**src/rtl/delta_list_timer_queue_macros.svh**
```systemverilog
// Assertion macros for the timer queue. Empty under synthesis.
`ifndef DELTA_LIST_TIMER_QUEUE_MACROS_SVH
`define DELTA_LIST_TIMER_QUEUE_MACROS_SVH

`ifndef SYNTHESIS
`define DLTQ_ASSERT_IMP(label, ante, cons) \
    label: assert property (@(posedge clk) disable iff (!rst_n) (ante) |-> (cons)) \
        else $error("dltq assertion failed");
`define DLTQ_ASSERT_NXT(label, ante, cons) \
    label: assert property (@(posedge clk) disable iff (!rst_n) (ante) |=> (cons)) \
        else $error("dltq assertion failed");
`else
`define DLTQ_ASSERT_IMP(label, ante, cons)
`define DLTQ_ASSERT_NXT(label, ante, cons)
`endif

`endif

```
**src/rtl/dltq_pkg.sv**
```systemverilog
`timescale 1ns / 1ps
package dltq_pkg;

    localparam int REQ_OWNER_W = 8;
    localparam int REQ_TIME_W  = 16;
    localparam int WIDE_W      = 32;

    localparam logic MODE_TICK  = 1'b0;
    localparam logic MODE_START = 1'b1;

    localparam logic EV_EXPIRE = 1'b0;
    localparam logic EV_REJECT = 1'b1;

    typedef struct packed {
        logic                   mode;
        logic [REQ_OWNER_W-1:0] owner_id;
        logic [REQ_TIME_W-1:0]  delay_ticks;
    } dltq_req_t;

    typedef struct packed {
        logic                   event_kind;
        logic [REQ_OWNER_W-1:0] expired_id;
    } dltq_rsp_t;

endpackage

```
**src/rtl/dltq_step_unit.sv**
```systemverilog
`timescale 1ns / 1ps
// One walk step: remaining delta of an entry vs. the delay still to place.
module dltq_step_unit #(
    parameter int TIME_BITS = 16
) (
    input  logic [TIME_BITS-1:0] delta,
    input  logic [TIME_BITS-1:0] lead,
    input  logic [TIME_BITS-1:0] rem,
    output logic                 rem_lt,
    output logic [TIME_BITS-1:0] succ_delta,
    output logic [TIME_BITS-1:0] rem_after
);

    logic [TIME_BITS-1:0] eff;

    assign eff        = (delta > lead) ? (delta - lead) : '0;
    assign rem_lt     = rem < eff;
    assign succ_delta = eff - rem;
    assign rem_after  = rem - eff;

endmodule

```
**src/rtl/delta_list_timer_queue.sv**
```systemverilog
`timescale 1ns / 1ps
// Tick: busy in ST_TICK; an expiry strobe, if the head entry is due, is registered out of ST_TICK.
// A tick on an empty queue is ignored, with no busy time. Full start: reject strobe in the cycle
// after accept, no busy time. Start: busy while walking past entries and moving entries toward
// the tail (queue memory: one read, one write per cycle). Results cannot be stalled.
// Reset (async, active low) empties the queue and clears the elapsed count; no clearing pass.
`include "delta_list_timer_queue_macros.svh"
module delta_list_timer_queue
    import dltq_pkg::*;
#(
    parameter int QUEUE_DEPTH = 16,
    parameter int TIME_BITS   = 16,
    parameter int OWNER_BITS  = 8
) (
    input  logic      clk,
    input  logic      rst_n,
    input  logic      start,
    output logic      busy,
    input  dltq_req_t req,
    output logic      rsp_valid,
    output dltq_rsp_t rsp
);

    localparam int IDX_W   = $clog2(QUEUE_DEPTH);
    localparam int CNT_W   = $clog2(QUEUE_DEPTH + 1);
    localparam int ENTRY_W = OWNER_BITS + TIME_BITS;

    typedef enum logic [5:0] {
        ST_IDLE     = 6'b000001,
        ST_TICK     = 6'b000010,
        ST_WALK     = 6'b000100,
        ST_SHIFT_RD = 6'b001000,
        ST_SHIFT_WR = 6'b010000,
        ST_INSERT   = 6'b100000
    } state_t;

    function automatic logic [IDX_W-1:0] ptr_inc(input logic [IDX_W-1:0] p);
        return (p == IDX_W'(QUEUE_DEPTH - 1)) ? '0 : IDX_W'(p + 1'b1);
    endfunction

    function automatic logic [IDX_W-1:0] ptr_dec(input logic [IDX_W-1:0] p);
        return (p == '0) ? IDX_W'(QUEUE_DEPTH - 1) : IDX_W'(p - 1'b1);
    endfunction

    state_t               state_reg, state_next;
    logic [IDX_W-1:0]     head_ptr_reg, head_ptr_next;
    logic [IDX_W-1:0]     tail_ptr_reg, tail_ptr_next;
    logic [CNT_W-1:0]     count_reg, count_next;
    logic [TIME_BITS-1:0] elapsed_reg, elapsed_next;
    logic [CNT_W-1:0]     walk_idx_reg, walk_idx_next;
    logic [IDX_W-1:0]     walk_ptr_reg, walk_ptr_next;
    logic [IDX_W-1:0]     wptr_reg, wptr_next;
    logic [CNT_W-1:0]     mv_cnt_reg, mv_cnt_next;
    logic                 head_ins_reg, head_ins_next;
    logic                 rsp_valid_reg, rsp_valid_next;

    logic [TIME_BITS-1:0]  lead_reg, lead_next;
    logic [TIME_BITS-1:0]  rem_reg, rem_next;
    logic [TIME_BITS-1:0]  succ_reg, succ_next;
    logic [OWNER_BITS-1:0] owner_reg, owner_next;
    dltq_rsp_t             rsp_reg, rsp_next;
    logic [ENTRY_W-1:0]    rd_data_reg;

    logic [ENTRY_W-1:0]    mem [QUEUE_DEPTH];
    logic                  mem_we;
    logic [IDX_W-1:0]      mem_waddr;
    logic [ENTRY_W-1:0]    mem_wdata;
    logic [IDX_W-1:0]      rd_addr;

    logic                  accept;
    logic [WIDE_W-1:0]     owner_wide;
    logic [WIDE_W-1:0]     delay_wide;
    logic [OWNER_BITS-1:0] owner_in;
    logic [TIME_BITS-1:0]  delay_in;
    logic [WIDE_W-1:0]     rej_wide;
    logic [WIDE_W-1:0]     exp_wide;
    logic [OWNER_BITS-1:0] rd_owner;
    logic [TIME_BITS-1:0]  rd_delta;
    logic [TIME_BITS-1:0]  elapsed_inc;
    logic                  step_lt;
    logic [TIME_BITS-1:0]  step_succ;
    logic [TIME_BITS-1:0]  step_rem;

    assign busy      = (state_reg != ST_IDLE);
    assign accept    = start && !busy;
    assign rsp_valid = rsp_valid_reg;
    assign rsp       = rsp_reg;

    assign owner_wide  = WIDE_W'(req.owner_id);
    assign delay_wide  = WIDE_W'(req.delay_ticks);
    assign owner_in    = owner_wide[OWNER_BITS-1:0];
    assign delay_in    = delay_wide[TIME_BITS-1:0];
    assign rej_wide    = WIDE_W'(owner_in);
    assign rd_owner    = rd_data_reg[ENTRY_W-1:TIME_BITS];
    assign rd_delta    = rd_data_reg[TIME_BITS-1:0];
    assign exp_wide    = WIDE_W'(rd_owner);
    assign elapsed_inc = (&elapsed_reg) ? elapsed_reg : TIME_BITS'(elapsed_reg + 1'b1);

    dltq_step_unit #(
        .TIME_BITS (TIME_BITS)
    ) u_step (
        .delta      (rd_delta),
        .lead       (lead_reg),
        .rem        (rem_reg),
        .rem_lt     (step_lt),
        .succ_delta (step_succ),
        .rem_after  (step_rem)
    );

    always_comb
    begin
        state_next     = state_reg;
        head_ptr_next  = head_ptr_reg;
        tail_ptr_next  = tail_ptr_reg;
        count_next     = count_reg;
        elapsed_next   = elapsed_reg;
        walk_idx_next  = walk_idx_reg;
        walk_ptr_next  = walk_ptr_reg;
        wptr_next      = wptr_reg;
        mv_cnt_next    = mv_cnt_reg;
        head_ins_next  = head_ins_reg;
        rsp_valid_next = 1'b0;
        lead_next      = lead_reg;
        rem_next       = rem_reg;
        succ_next      = succ_reg;
        owner_next     = owner_reg;
        rsp_next       = rsp_reg;
        mem_we         = 1'b0;
        mem_waddr      = wptr_reg;
        mem_wdata      = {owner_reg, rem_reg};
        rd_addr        = head_ptr_reg;

        unique case (state_reg)
            ST_IDLE:
            begin
                if (accept)
                begin
                    if (req.mode == MODE_TICK)
                    begin
                        if (count_reg != '0)
                        begin
                            elapsed_next = elapsed_inc;
                            state_next   = ST_TICK;
                        end
                    end
                    else if (count_reg == CNT_W'(QUEUE_DEPTH))
                    begin
                        rsp_valid_next      = 1'b1;
                        rsp_next.event_kind = EV_REJECT;
                        rsp_next.expired_id = rej_wide[REQ_OWNER_W-1:0];
                    end
                    else
                    begin
                        owner_next    = owner_in;
                        rem_next      = delay_in;
                        lead_next     = elapsed_reg;
                        walk_idx_next = '0;
                        walk_ptr_next = head_ptr_reg;
                        state_next    = ST_WALK;
                    end
                end
            end
            ST_TICK:
            begin
                if (elapsed_reg >= rd_delta)
                begin
                    rsp_valid_next      = 1'b1;
                    rsp_next.event_kind = EV_EXPIRE;
                    rsp_next.expired_id = exp_wide[REQ_OWNER_W-1:0];
                    head_ptr_next       = ptr_inc(head_ptr_reg);
                    count_next          = CNT_W'(count_reg - 1'b1);
                    elapsed_next        = '0;
                end
                state_next = ST_IDLE;
            end
            ST_WALK:
            begin
                priority if (walk_idx_reg == count_reg)
                begin
                    wptr_next     = tail_ptr_reg;
                    head_ins_next = (walk_idx_reg == '0);
                    state_next    = ST_INSERT;
                end
                else if (step_lt)
                begin
                    succ_next     = step_succ;
                    head_ins_next = (walk_idx_reg == '0);
                    wptr_next     = tail_ptr_reg;
                    mv_cnt_next   = CNT_W'(count_reg - walk_idx_reg);
                    state_next    = ST_SHIFT_RD;
                end
                else
                begin
                    rem_next      = step_rem;
                    lead_next     = '0;
                    walk_idx_next = CNT_W'(walk_idx_reg + 1'b1);
                    walk_ptr_next = ptr_inc(walk_ptr_reg);
                    rd_addr       = ptr_inc(walk_ptr_reg);
                end
            end
            ST_SHIFT_RD:
            begin
                rd_addr    = ptr_dec(wptr_reg);
                state_next = ST_SHIFT_WR;
            end
            ST_SHIFT_WR:
            begin
                // last move carries the successor with its reduced delta
                mem_we      = 1'b1;
                mem_wdata   = (mv_cnt_reg == CNT_W'(1)) ? {rd_owner, succ_reg} : rd_data_reg;
                wptr_next   = ptr_dec(wptr_reg);
                mv_cnt_next = CNT_W'(mv_cnt_reg - 1'b1);
                state_next  = (mv_cnt_reg == CNT_W'(1)) ? ST_INSERT : ST_SHIFT_RD;
            end
            ST_INSERT:
            begin
                mem_we        = 1'b1;
                count_next    = CNT_W'(count_reg + 1'b1);
                tail_ptr_next = ptr_inc(tail_ptr_reg);
                if (head_ins_reg)
                begin
                    elapsed_next = '0;
                end
                state_next = ST_IDLE;
            end
            default:
            begin
                state_next = ST_IDLE;
            end
        endcase
    end

    always_ff @(posedge clk or negedge rst_n)
    begin
        if (!rst_n)
        begin
            state_reg     <= ST_IDLE;
            head_ptr_reg  <= '0;
            tail_ptr_reg  <= '0;
            count_reg     <= '0;
            elapsed_reg   <= '0;
            walk_idx_reg  <= '0;
            walk_ptr_reg  <= '0;
            wptr_reg      <= '0;
            mv_cnt_reg    <= '0;
            head_ins_reg  <= 1'b0;
            rsp_valid_reg <= 1'b0;
        end
        else
        begin
            state_reg     <= state_next;
            head_ptr_reg  <= head_ptr_next;
            tail_ptr_reg  <= tail_ptr_next;
            count_reg     <= count_next;
            elapsed_reg   <= elapsed_next;
            walk_idx_reg  <= walk_idx_next;
            walk_ptr_reg  <= walk_ptr_next;
            wptr_reg      <= wptr_next;
            mv_cnt_reg    <= mv_cnt_next;
            head_ins_reg  <= head_ins_next;
            rsp_valid_reg <= rsp_valid_next;
        end
    end

    always_ff @(posedge clk)
    begin
        lead_reg  <= lead_next;
        rem_reg   <= rem_next;
        succ_reg  <= succ_next;
        owner_reg <= owner_next;
        rsp_reg   <= rsp_next;
    end

    always_ff @(posedge clk)
    begin
        if (mem_we)
        begin
            mem[mem_waddr] <= mem_wdata;
        end
        rd_data_reg <= mem[rd_addr];
    end

    `DLTQ_ASSERT_IMP(a_count_range, 1'b1, count_reg <= CNT_W'(QUEUE_DEPTH))
    `DLTQ_ASSERT_IMP(a_empty_no_elapsed, (state_reg == ST_IDLE) && (count_reg == '0), elapsed_reg == '0)
    `DLTQ_ASSERT_IMP(a_reject_when_full, rsp_valid_reg && (rsp_reg.event_kind == EV_REJECT), $past(count_reg) == CNT_W'(QUEUE_DEPTH))
    `DLTQ_ASSERT_IMP(a_expire_from_tick, rsp_valid_reg && (rsp_reg.event_kind == EV_EXPIRE), $past(state_reg) == ST_TICK)
    `DLTQ_ASSERT_NXT(a_insert_grows, state_reg == ST_INSERT, count_reg == CNT_W'($past(count_reg) + 1'b1))

endmodule

```
**config.mk**
```make
export PLATFORM = sky130hd
export DESIGN_NAME = delta_list_timer_queue
export DESIGN_NICKNAME = d
export VERILOG_FILES = /design/src/rtl/dltq_pkg.sv /design/src/rtl/dltq_step_unit.sv /design/src/rtl/delta_list_timer_queue.sv
export VERILOG_INCLUDE_DIRS = /design/src /design/src/rtl
export SDC_FILE = /design/constraint.sdc
export NUM_CORES = 1
export LEC_CHECK = 0
export ABC_AREA = 1
export BUFFER_PORTS_ARGS = -buffer_cell sky130_fd_sc_hd__clkbuf_2
export CORE_ASPECT_RATIO = 1.4
export CORE_UTILIZATION = 68
export DETAILED_ROUTE_END_ITERATION = 6
export PLACE_DENSITY = 0.85
export SETUP_SLACK_MARGIN = 0.1
export SYNTH_ARGS = -nofsm -noshare
export SYNTH_HDL_FRONTEND = slang
export SYNTH_SLANG_ARGS = --single-unit
```
**constraint.sdc**
```tcl
create_clock -name clk -period 10.4 [get_ports clk]
set_clock_uncertainty 0.05 [all_clocks]
set_input_delay 1.04 -clock clk [delete_from_list [all_inputs] [get_ports clk]]
set_output_delay 1.04 -clock clk [all_outputs]
set_load 0.005 [all_outputs]
```
==> results of run 1 <==
[cells by family (layout without fill, tap and decap cells)]
family	Yosys count	count (layout)
AOI/OAI and AO/OA	216	216
muxes	1	1
and+or+nand+nor	1281	1281
buffers and inverters	477	497
DFF	528	528
xor gates and xnor gates	62	62
adders and majority gates	89	89
[through the flow]
stage | power, mW | hold slack [ps] | cell area, um^2 | utilization | worst slack [ps]
global route | 8.01 | 466 | 28000 | 0.745 | 3110
finish | 7.58 | 439 | 28000 | 0.745 | 3510
detailed placement | 5.74 | 423 | 26400 | 0.703 | 3790
floorplan | 5.06 | 404 | 26100 | - | 5560
global placement | 5.61 | 420 | 26400 | 0.703 | 3990
CTS | 7.53 | 441 | 28000 | 0.745 | 3750
[cell type report]
class	count	area [um^2]
Fill cell	2456	9580
Timing Repair Buffer	56	325
Clock inverter	35	325
Sequential cell	528	15300
Inverter	349	1320
Tap cell	473	592
Clock buffer	57	1280
Multi-Input combinational cell	1649	8870
[layer usage]
metal | up-vias | track usage | wire, um
met2 | 1126 | 0.587 | 32400
met4 | 0 | 0.209 | 3810
met5 | - | 0 | 0
li1 | 8861 | - | -
met1 | 9072 | 0.382 | 22300
met3 | 269 | 0.0444 | 5730
[cell usage in the layout (no fill, tap or decap), types with 18 or more instances in the layout]
cell and instances:
o21ai_0 89, nor2_1 66, nand3_1 424, dfxtp_1 24
buf_4 18, o221ai_1 18, dfrtp_1 54, inv_1 338
nand2_1 649, nand3b_1 49, clkbuf_2 38, edfxtp_1 449
xnor2_1 18, ha_1 84, clkbuf_16 49, a21oi_1 61
xor2_1 44
[power groups by stage]
| stage | clock network, mW | registers [mW] | logic (mW) |
|---|---|---|---|
| CTS | 1.80 | 2.73 | 3.01 |
| floorplan | 0 | 2.71 | 2.35 |
| finish | 1.79 | 2.73 | 3.06 |
| global route | 1.87 | 2.74 | 3.40 |
| detailed placement | 0 | 2.77 | 2.97 |
| global placement | 0 | 2.76 | 2.85 |
[worst register-to-register path, delay by kind of cell, from the launching register on]
| kind | cells | cell delay, ps |
|---|---|---|
| AO/OA/AOI/OAI | 4 | 640 |
| AND/OR/NAND/NOR | 20 | 4140 |
| adder cells (fa/ha/maj) | 4 | 1300 |
| flip-flops | 1 | 340 |
| buffers and inverters | 4 | 290 |
[final timing paths]
kind	startpoint	end	slack [ps]	cells after the start
worst max-delay path	rd_data_reg[0]$_DFF_P_	rd_data_reg[7]$_DFF_P_	3510	32
worst min-delay path	head_ins_reg$_DFFE_PN0P_	head_ins_reg$_DFFE_PN0P_	440	2
worst max register to register	rd_data_reg[0]$_DFF_P_	rd_data_reg[7]$_DFF_P_	3510	32
worst min register to register	head_ins_reg$_DFFE_PN0P_	head_ins_reg$_DFFE_PN0P_	440	2
max in group asynchronous	rst_n	rsp_valid$_DFF_PN0_	9260	2
min in group asynchronous	rst_n	walk_idx_reg[0]$_DFFE_PN0P_	540	2
==> impl_metrics.env, run 1 <==
export IMPL_outcome="finished, final reports clean"
export IMPL_relSlewSlack=0.0672
export IMPL_syn_area_per_cell_um2=9.82
export IMPL_p_comb_frac=0.403
export IMPL_min_path_type="register to register"
export IMPL_ios=39
export IMPL_critical_path_top_delay_family="simple AND/OR/NAND/NOR gates"
export IMPL_area_delta_synth_final_pct=7.67
export IMPL_synth_seq_area_share=0.589
export IMPL_synth_top_family_by_area="simple AND/OR/NAND/NOR gates"
export IMPL_synthMuxAreaShare=0.000432
export IMPL_crit_arrival_ps=7320
export IMPL_dp_cells=3054
export IMPL_fin_crit_ps=6890
export IMPL_worst_path_max_delay_cell="nand2_8"
export IMPL_start_util=0.692
export IMPL_final_hold_viol_count=0
export IMPL_synth_xor_area_frac=0.0208
export IMPL_ys_ff_latch=528
export IMPL_cts_tree="built"
export IMPL_switchingPower_mw=3.00
export IMPL_die_w_um=167
export IMPL_clockPowerShare=0.236
export IMPL_syn_inst=2654
export IMPL_stdcell_count=3147
export IMPL_final_antenna_net_count=0
export IMPL_wl_um=64300
export IMPL_firstDrtPassIters=6
export IMPL_synthDistinctLibCells=54
export IMPL_synth_common_cells="nand2_1 (649), edfxtp_1 (449), nand3_1 (424)"
export IMPL_wl_per_cell_um=20.4
export IMPL_cp_common_cell="nand2_1"
export IMPL_p_int_mw=4.58
export IMPL_ctsResizeCount=0
export IMPL_die_area_um2=39100
export IMPL_startpoint_type="register"
export IMPL_cpPeakStageDelay_ps=820
export IMPL_drt_iter0_markers=2339
export IMPL_route_detailed_drc=0
export IMPL_switching_share=0.396
export IMPL_synth_simple_gate_area_frac=0.221
export IMPL_clkLatencyLatePin_ps=590
export IMPL_required_ps=10830
export IMPL_die_y_um=234
export IMPL_slew_violations=0
export IMPL_synth_compound_area_frac=0.0481
export IMPL_ctsHoldBuffers=0
export IMPL_power_density_nw_per_um2=270
export IMPL_num_antenna_cells=0
export IMPL_setup_viol=0
export IMPL_nNetsFinal=2750
export IMPL_seqPwrFrac=0.360
export IMPL_numCtsBuffers=49
export IMPL_largest_reg_flops=384
export IMPL_max_freq_mhz=145
export IMPL_num_vias=19300
export IMPL_cts_root_buf="clkbuf_16"
export IMPL_routed_via_density=6.14
export IMPL_cts_buffer_depth=3
export IMPL_end_kind="register"
export IMPL_synth_async_sr_flop_share=0.104
export IMPL_tns_ps=0
export IMPL_grt_overflow=0
export IMPL_synth_edf_count=449
export IMPL_worstMarginPinSlew_ps=1400
export IMPL_fp_row_count=84
export IMPL_path_clk_slew_ps=70
export IMPL_p_leak_nw=11.9
export IMPL_post_cts_buffers=0
export IMPL_fp_coreArea_um2=37600
export IMPL_grt_max_degree=193
export IMPL_crit_path_max_fanout=192
export IMPL_grt_pass1_wl_um=99100
export IMPL_yosys_area_top_type="edfxtp_1"
export IMPL_synth_fa_ha_area_frac=0.0442
export IMPL_criticalPathCategory="register to register"
export IMPL_syn_nets=2771
export IMPL_grtUsageTotal=0.332
export IMPL_ctsHtreeMaxLevel=2
export IMPL_port_buffers=38
export IMPL_cts_sinks=528
export IMPL_yosys_area_top_type_share=0.518
export IMPL_yosysWarnings=0
export IMPL_maxCapViolations=0
export IMPL_finalCritPeriodShare=0.662
export IMPL_gp_congestion=0.947
export IMPL_yosysMostFrequentCell="nand2_1"
export IMPL_grt_pass1_vias=19200
export IMPL_synthFlopType="edfxtp_1"
export IMPL_rsz0062_at_grt="no"
export IMPL_peakVddDrop_mv=0.304
export IMPL_crit_buf_inv=4
export IMPL_place_hpwl_um=37500
export IMPL_synth_area_um2=26000
export IMPL_antenna_found_initial=0
export IMPL_synthTopCellsByArea="edfxtp_1 (52%), nand2_1 (9.4%), nand3_1 (8.1%)"
export IMPL_drive_gt1_frac=0.0808
Power figures use the tool's default switching activity.
==> run 2, diff against run 1 <==
--- a/config.mk
+++ b/config.mk
@@ -9,9 +9,9 @@
 export ABC_AREA = 1
 export BUFFER_PORTS_ARGS = -buffer_cell sky130_fd_sc_hd__clkbuf_2
 export CORE_ASPECT_RATIO = 1.4
-export CORE_UTILIZATION = 68
+export CORE_UTILIZATION = 57
 export DETAILED_ROUTE_END_ITERATION = 6
-export PLACE_DENSITY = 0.85
+export PLACE_DENSITY = 0.76
 export SETUP_SLACK_MARGIN = 0.1
 export SYNTH_ARGS = -nofsm -noshare
 export SYNTH_HDL_FRONTEND = slang
==> constraint.sdc (replaced) <==
create_clock -name clk -period 5.55 [get_ports clk]
set_clock_uncertainty 0.05 [all_clocks]
set_input_delay 0.555 -clock clk [delete_from_list [all_inputs] [get_ports clk]]
set_output_delay 0.555 -clock clk [all_outputs]
set_load 0.005 [all_outputs]
==> impl_metrics.env, run 2 (synthesized netlist as in run 1, its figures left out) <==
export IMPL_outcome="finished, final reports clean"
export IMPL_grt_pass1_wl_um=100000
export IMPL_drt_iter0_markers=2099
export IMPL_fin_crit_ps=5150
export IMPL_antenna_found_initial=0
export IMPL_r2r_start="rd_data_reg[0]$_DFF_P_"
export IMPL_cp_common_cell="nand2_1"
export IMPL_setup_viol=0
export IMPL_max_freq_mhz=194
export IMPL_num_vias=19300
export IMPL_use_met1=0.337
export IMPL_fp_row_count=92
export IMPL_area_delta_synth_final_pct=11.5
export IMPL_worst_path_max_delay_cell="fa_1"
export IMPL_crit_arrival_ps=5570
export IMPL_switching_share=0.393
export IMPL_grt_overflow=0
export IMPL_final_hold_viol_count=0
export IMPL_place_hpwl_um=39600
export IMPL_port_buffers=38
export IMPL_rr_endpoint="rd_data_reg[5]$_DFF_P_"
export IMPL_place_area_um2=27000
export IMPL_power_density_nw_per_um2=509
export IMPL_relSlewSlack=0.0902
export IMPL_die_w_um=183
export IMPL_gr_usage_met3=0.0314
export IMPL_grtUsageTotal=0.281
export IMPL_cts_sinks=528
export IMPL_startpoint_type="register"
export IMPL_final_util=0.645
export IMPL_path_clk_slew_ps=60
export IMPL_clockPowerShare=0.236
export IMPL_grt_max_degree=124
export IMPL_peakVddDrop_mv=0.521
export IMPL_crit_path_max_fanout=38
export IMPL_final_antenna_net_count=0
export IMPL_required_ps=5980
export IMPL_drive_gt1_frac=0.0977
export IMPL_start_util=0.579
export IMPL_routed_via_density=5.80
export IMPL_cts_tree="built"
export IMPL_seqPwrFrac=0.347
export IMPL_p_int_mw=8.98
export IMPL_wl_um=66800
export IMPL_stdcell_area_um2=29000
export IMPL_ios=39
export IMPL_numCtsBuffers=48
export IMPL_cpPeakStageDelay_ps=400
export IMPL_min_path_type="input pin to async pin"
export IMPL_p_total_mw=14.8
export IMPL_tns_ps=0
export IMPL_clkLatencyLatePin_ps=600
export IMPL_critical_path_top_delay_family="simple AND/OR/NAND/NOR gates"
export IMPL_die_y_um=255
export IMPL_cts_root_buf="clkbuf_16"
export IMPL_r2r_setup_slack_ps=400
export IMPL_p_leak_nw=12.3
export IMPL_p_comb_frac=0.417
export IMPL_maxCapViolations=0
export IMPL_num_antenna_cells=0
export IMPL_end_kind="register"
export IMPL_met2_usage=0.500
export IMPL_grt_pass1_vias=18800
export IMPL_largest_reg_flops=384
export IMPL_slew_violations=0
export IMPL_gp_congestion=0.925
export IMPL_route_detailed_drc=0
export IMPL_worstMarginPinSlew_ps=1360
export IMPL_die_area_um2=46600
export IMPL_final_common_cell="nand2_1"
export IMPL_top_usage_layer="met2"
export IMPL_cts_buffer_depth=3
export IMPL_wl_per_cell_um=20.1
export IMPL_whs_ps=62.6
export IMPL_fp_coreArea_um2=45000
export IMPL_switchingPower_mw=5.81
export IMPL_crit_buf_inv=7
export IMPL_nNetsFinal=2800
export IMPL_firstDrtPassIters=6
export IMPL_finalCritPeriodShare=0.927
export IMPL_criticalPathCategory="register to register"
export IMPL_ctsHtreeMaxLevel=2
export IMPL_layout_common_cells="nand2_1 (648), edfxtp_1 (449), nand3_1 (424)"
export IMPL_rsz0062_at_grt="no"
export IMPL_ff2ff_path_depth=31
==> run 2: cell count changes in the layout (fill, tap and decap cells not counted), moves of 3 or more <==
cell,previous run,this run
bufinv_16,4,7
clkbuf_16,49,53
buf_4,18,42
clkinv_2,13,10
buf_16,0,5
buf_12,0,15
==> run 2: final cells by class <==
cell class	instances	area (um^2)
Tap cell	611	764
Timing Repair Buffer	105	1070
Fill cell	3379	16000
Multi-Input combinational cell	1651	8910
Clock inverter	30	369
Clock buffer	59	1270
Sequential cell	528	15300
Inverter	349	1320
==> run 2: worst max-delay path by stage <==
stage / start / endpoint / slack, ps / depth (start not counted)
after floorplan: rd_data_reg[0]$_DFF_P_ / lead_reg[0]$_SDFFCE_PP0P_ / 710 / 28
after detailed placement: rd_data_reg[0]$_DFF_P_ / rd_data_reg[14]$_DFF_P_ / 150 / 31
after global placement: rd_data_reg[0]$_DFF_P_ / rd_data_reg[5]$_DFF_P_ / 320 / 31
after CTS: rd_data_reg[0]$_DFF_P_ / rd_data_reg[5]$_DFF_P_ / 120 / 32
final: rd_data_reg[0]$_DFF_P_ / rd_data_reg[5]$_DFF_P_ / 400 / 31
after global routing: rd_data_reg[0]$_DFF_P_ / rd_data_reg[0]$_DFF_P_ / 50 / 32
==> run 2: power groups by stage <==
stage / Clock (mW) / Sequential [mW] / Combinational [mW]
2_1_floorplan: 0 / 5.08 / 4.41
3_3_place_gp: 0 / 5.19 / 5.70
3_5_place_dp: 0 / 5.19 / 5.83
4_1_cts: 3.52 / 5.11 / 5.89
5_1_grt: 3.65 / 5.15 / 6.83
6_report: 3.49 / 5.13 / 6.18
==> run 2: what timing repair did <==
action,4_1_cts,5_1_grt
pin swaps,0,5
endpoints found under the setup margin,1,60
cloned,0,7
setup buffers,0,18
hold buffers,0,0
resized for setup,1,9
==> run 2: metrics by stage <==
stage               setup slack [ps]  instances
global placement                 315       3219
floorplan                        707       2654
detailed placement               150       3219
global route                    51.9       3333
CTS                              118       3308
finish                           403       3333
==> run 2: layer usage <==
metal  wire, um  part of all wire
met5          0                 0
met2      33600              0.50
met3       5400             0.081
met1      24500              0.37
met4       3360             0.050
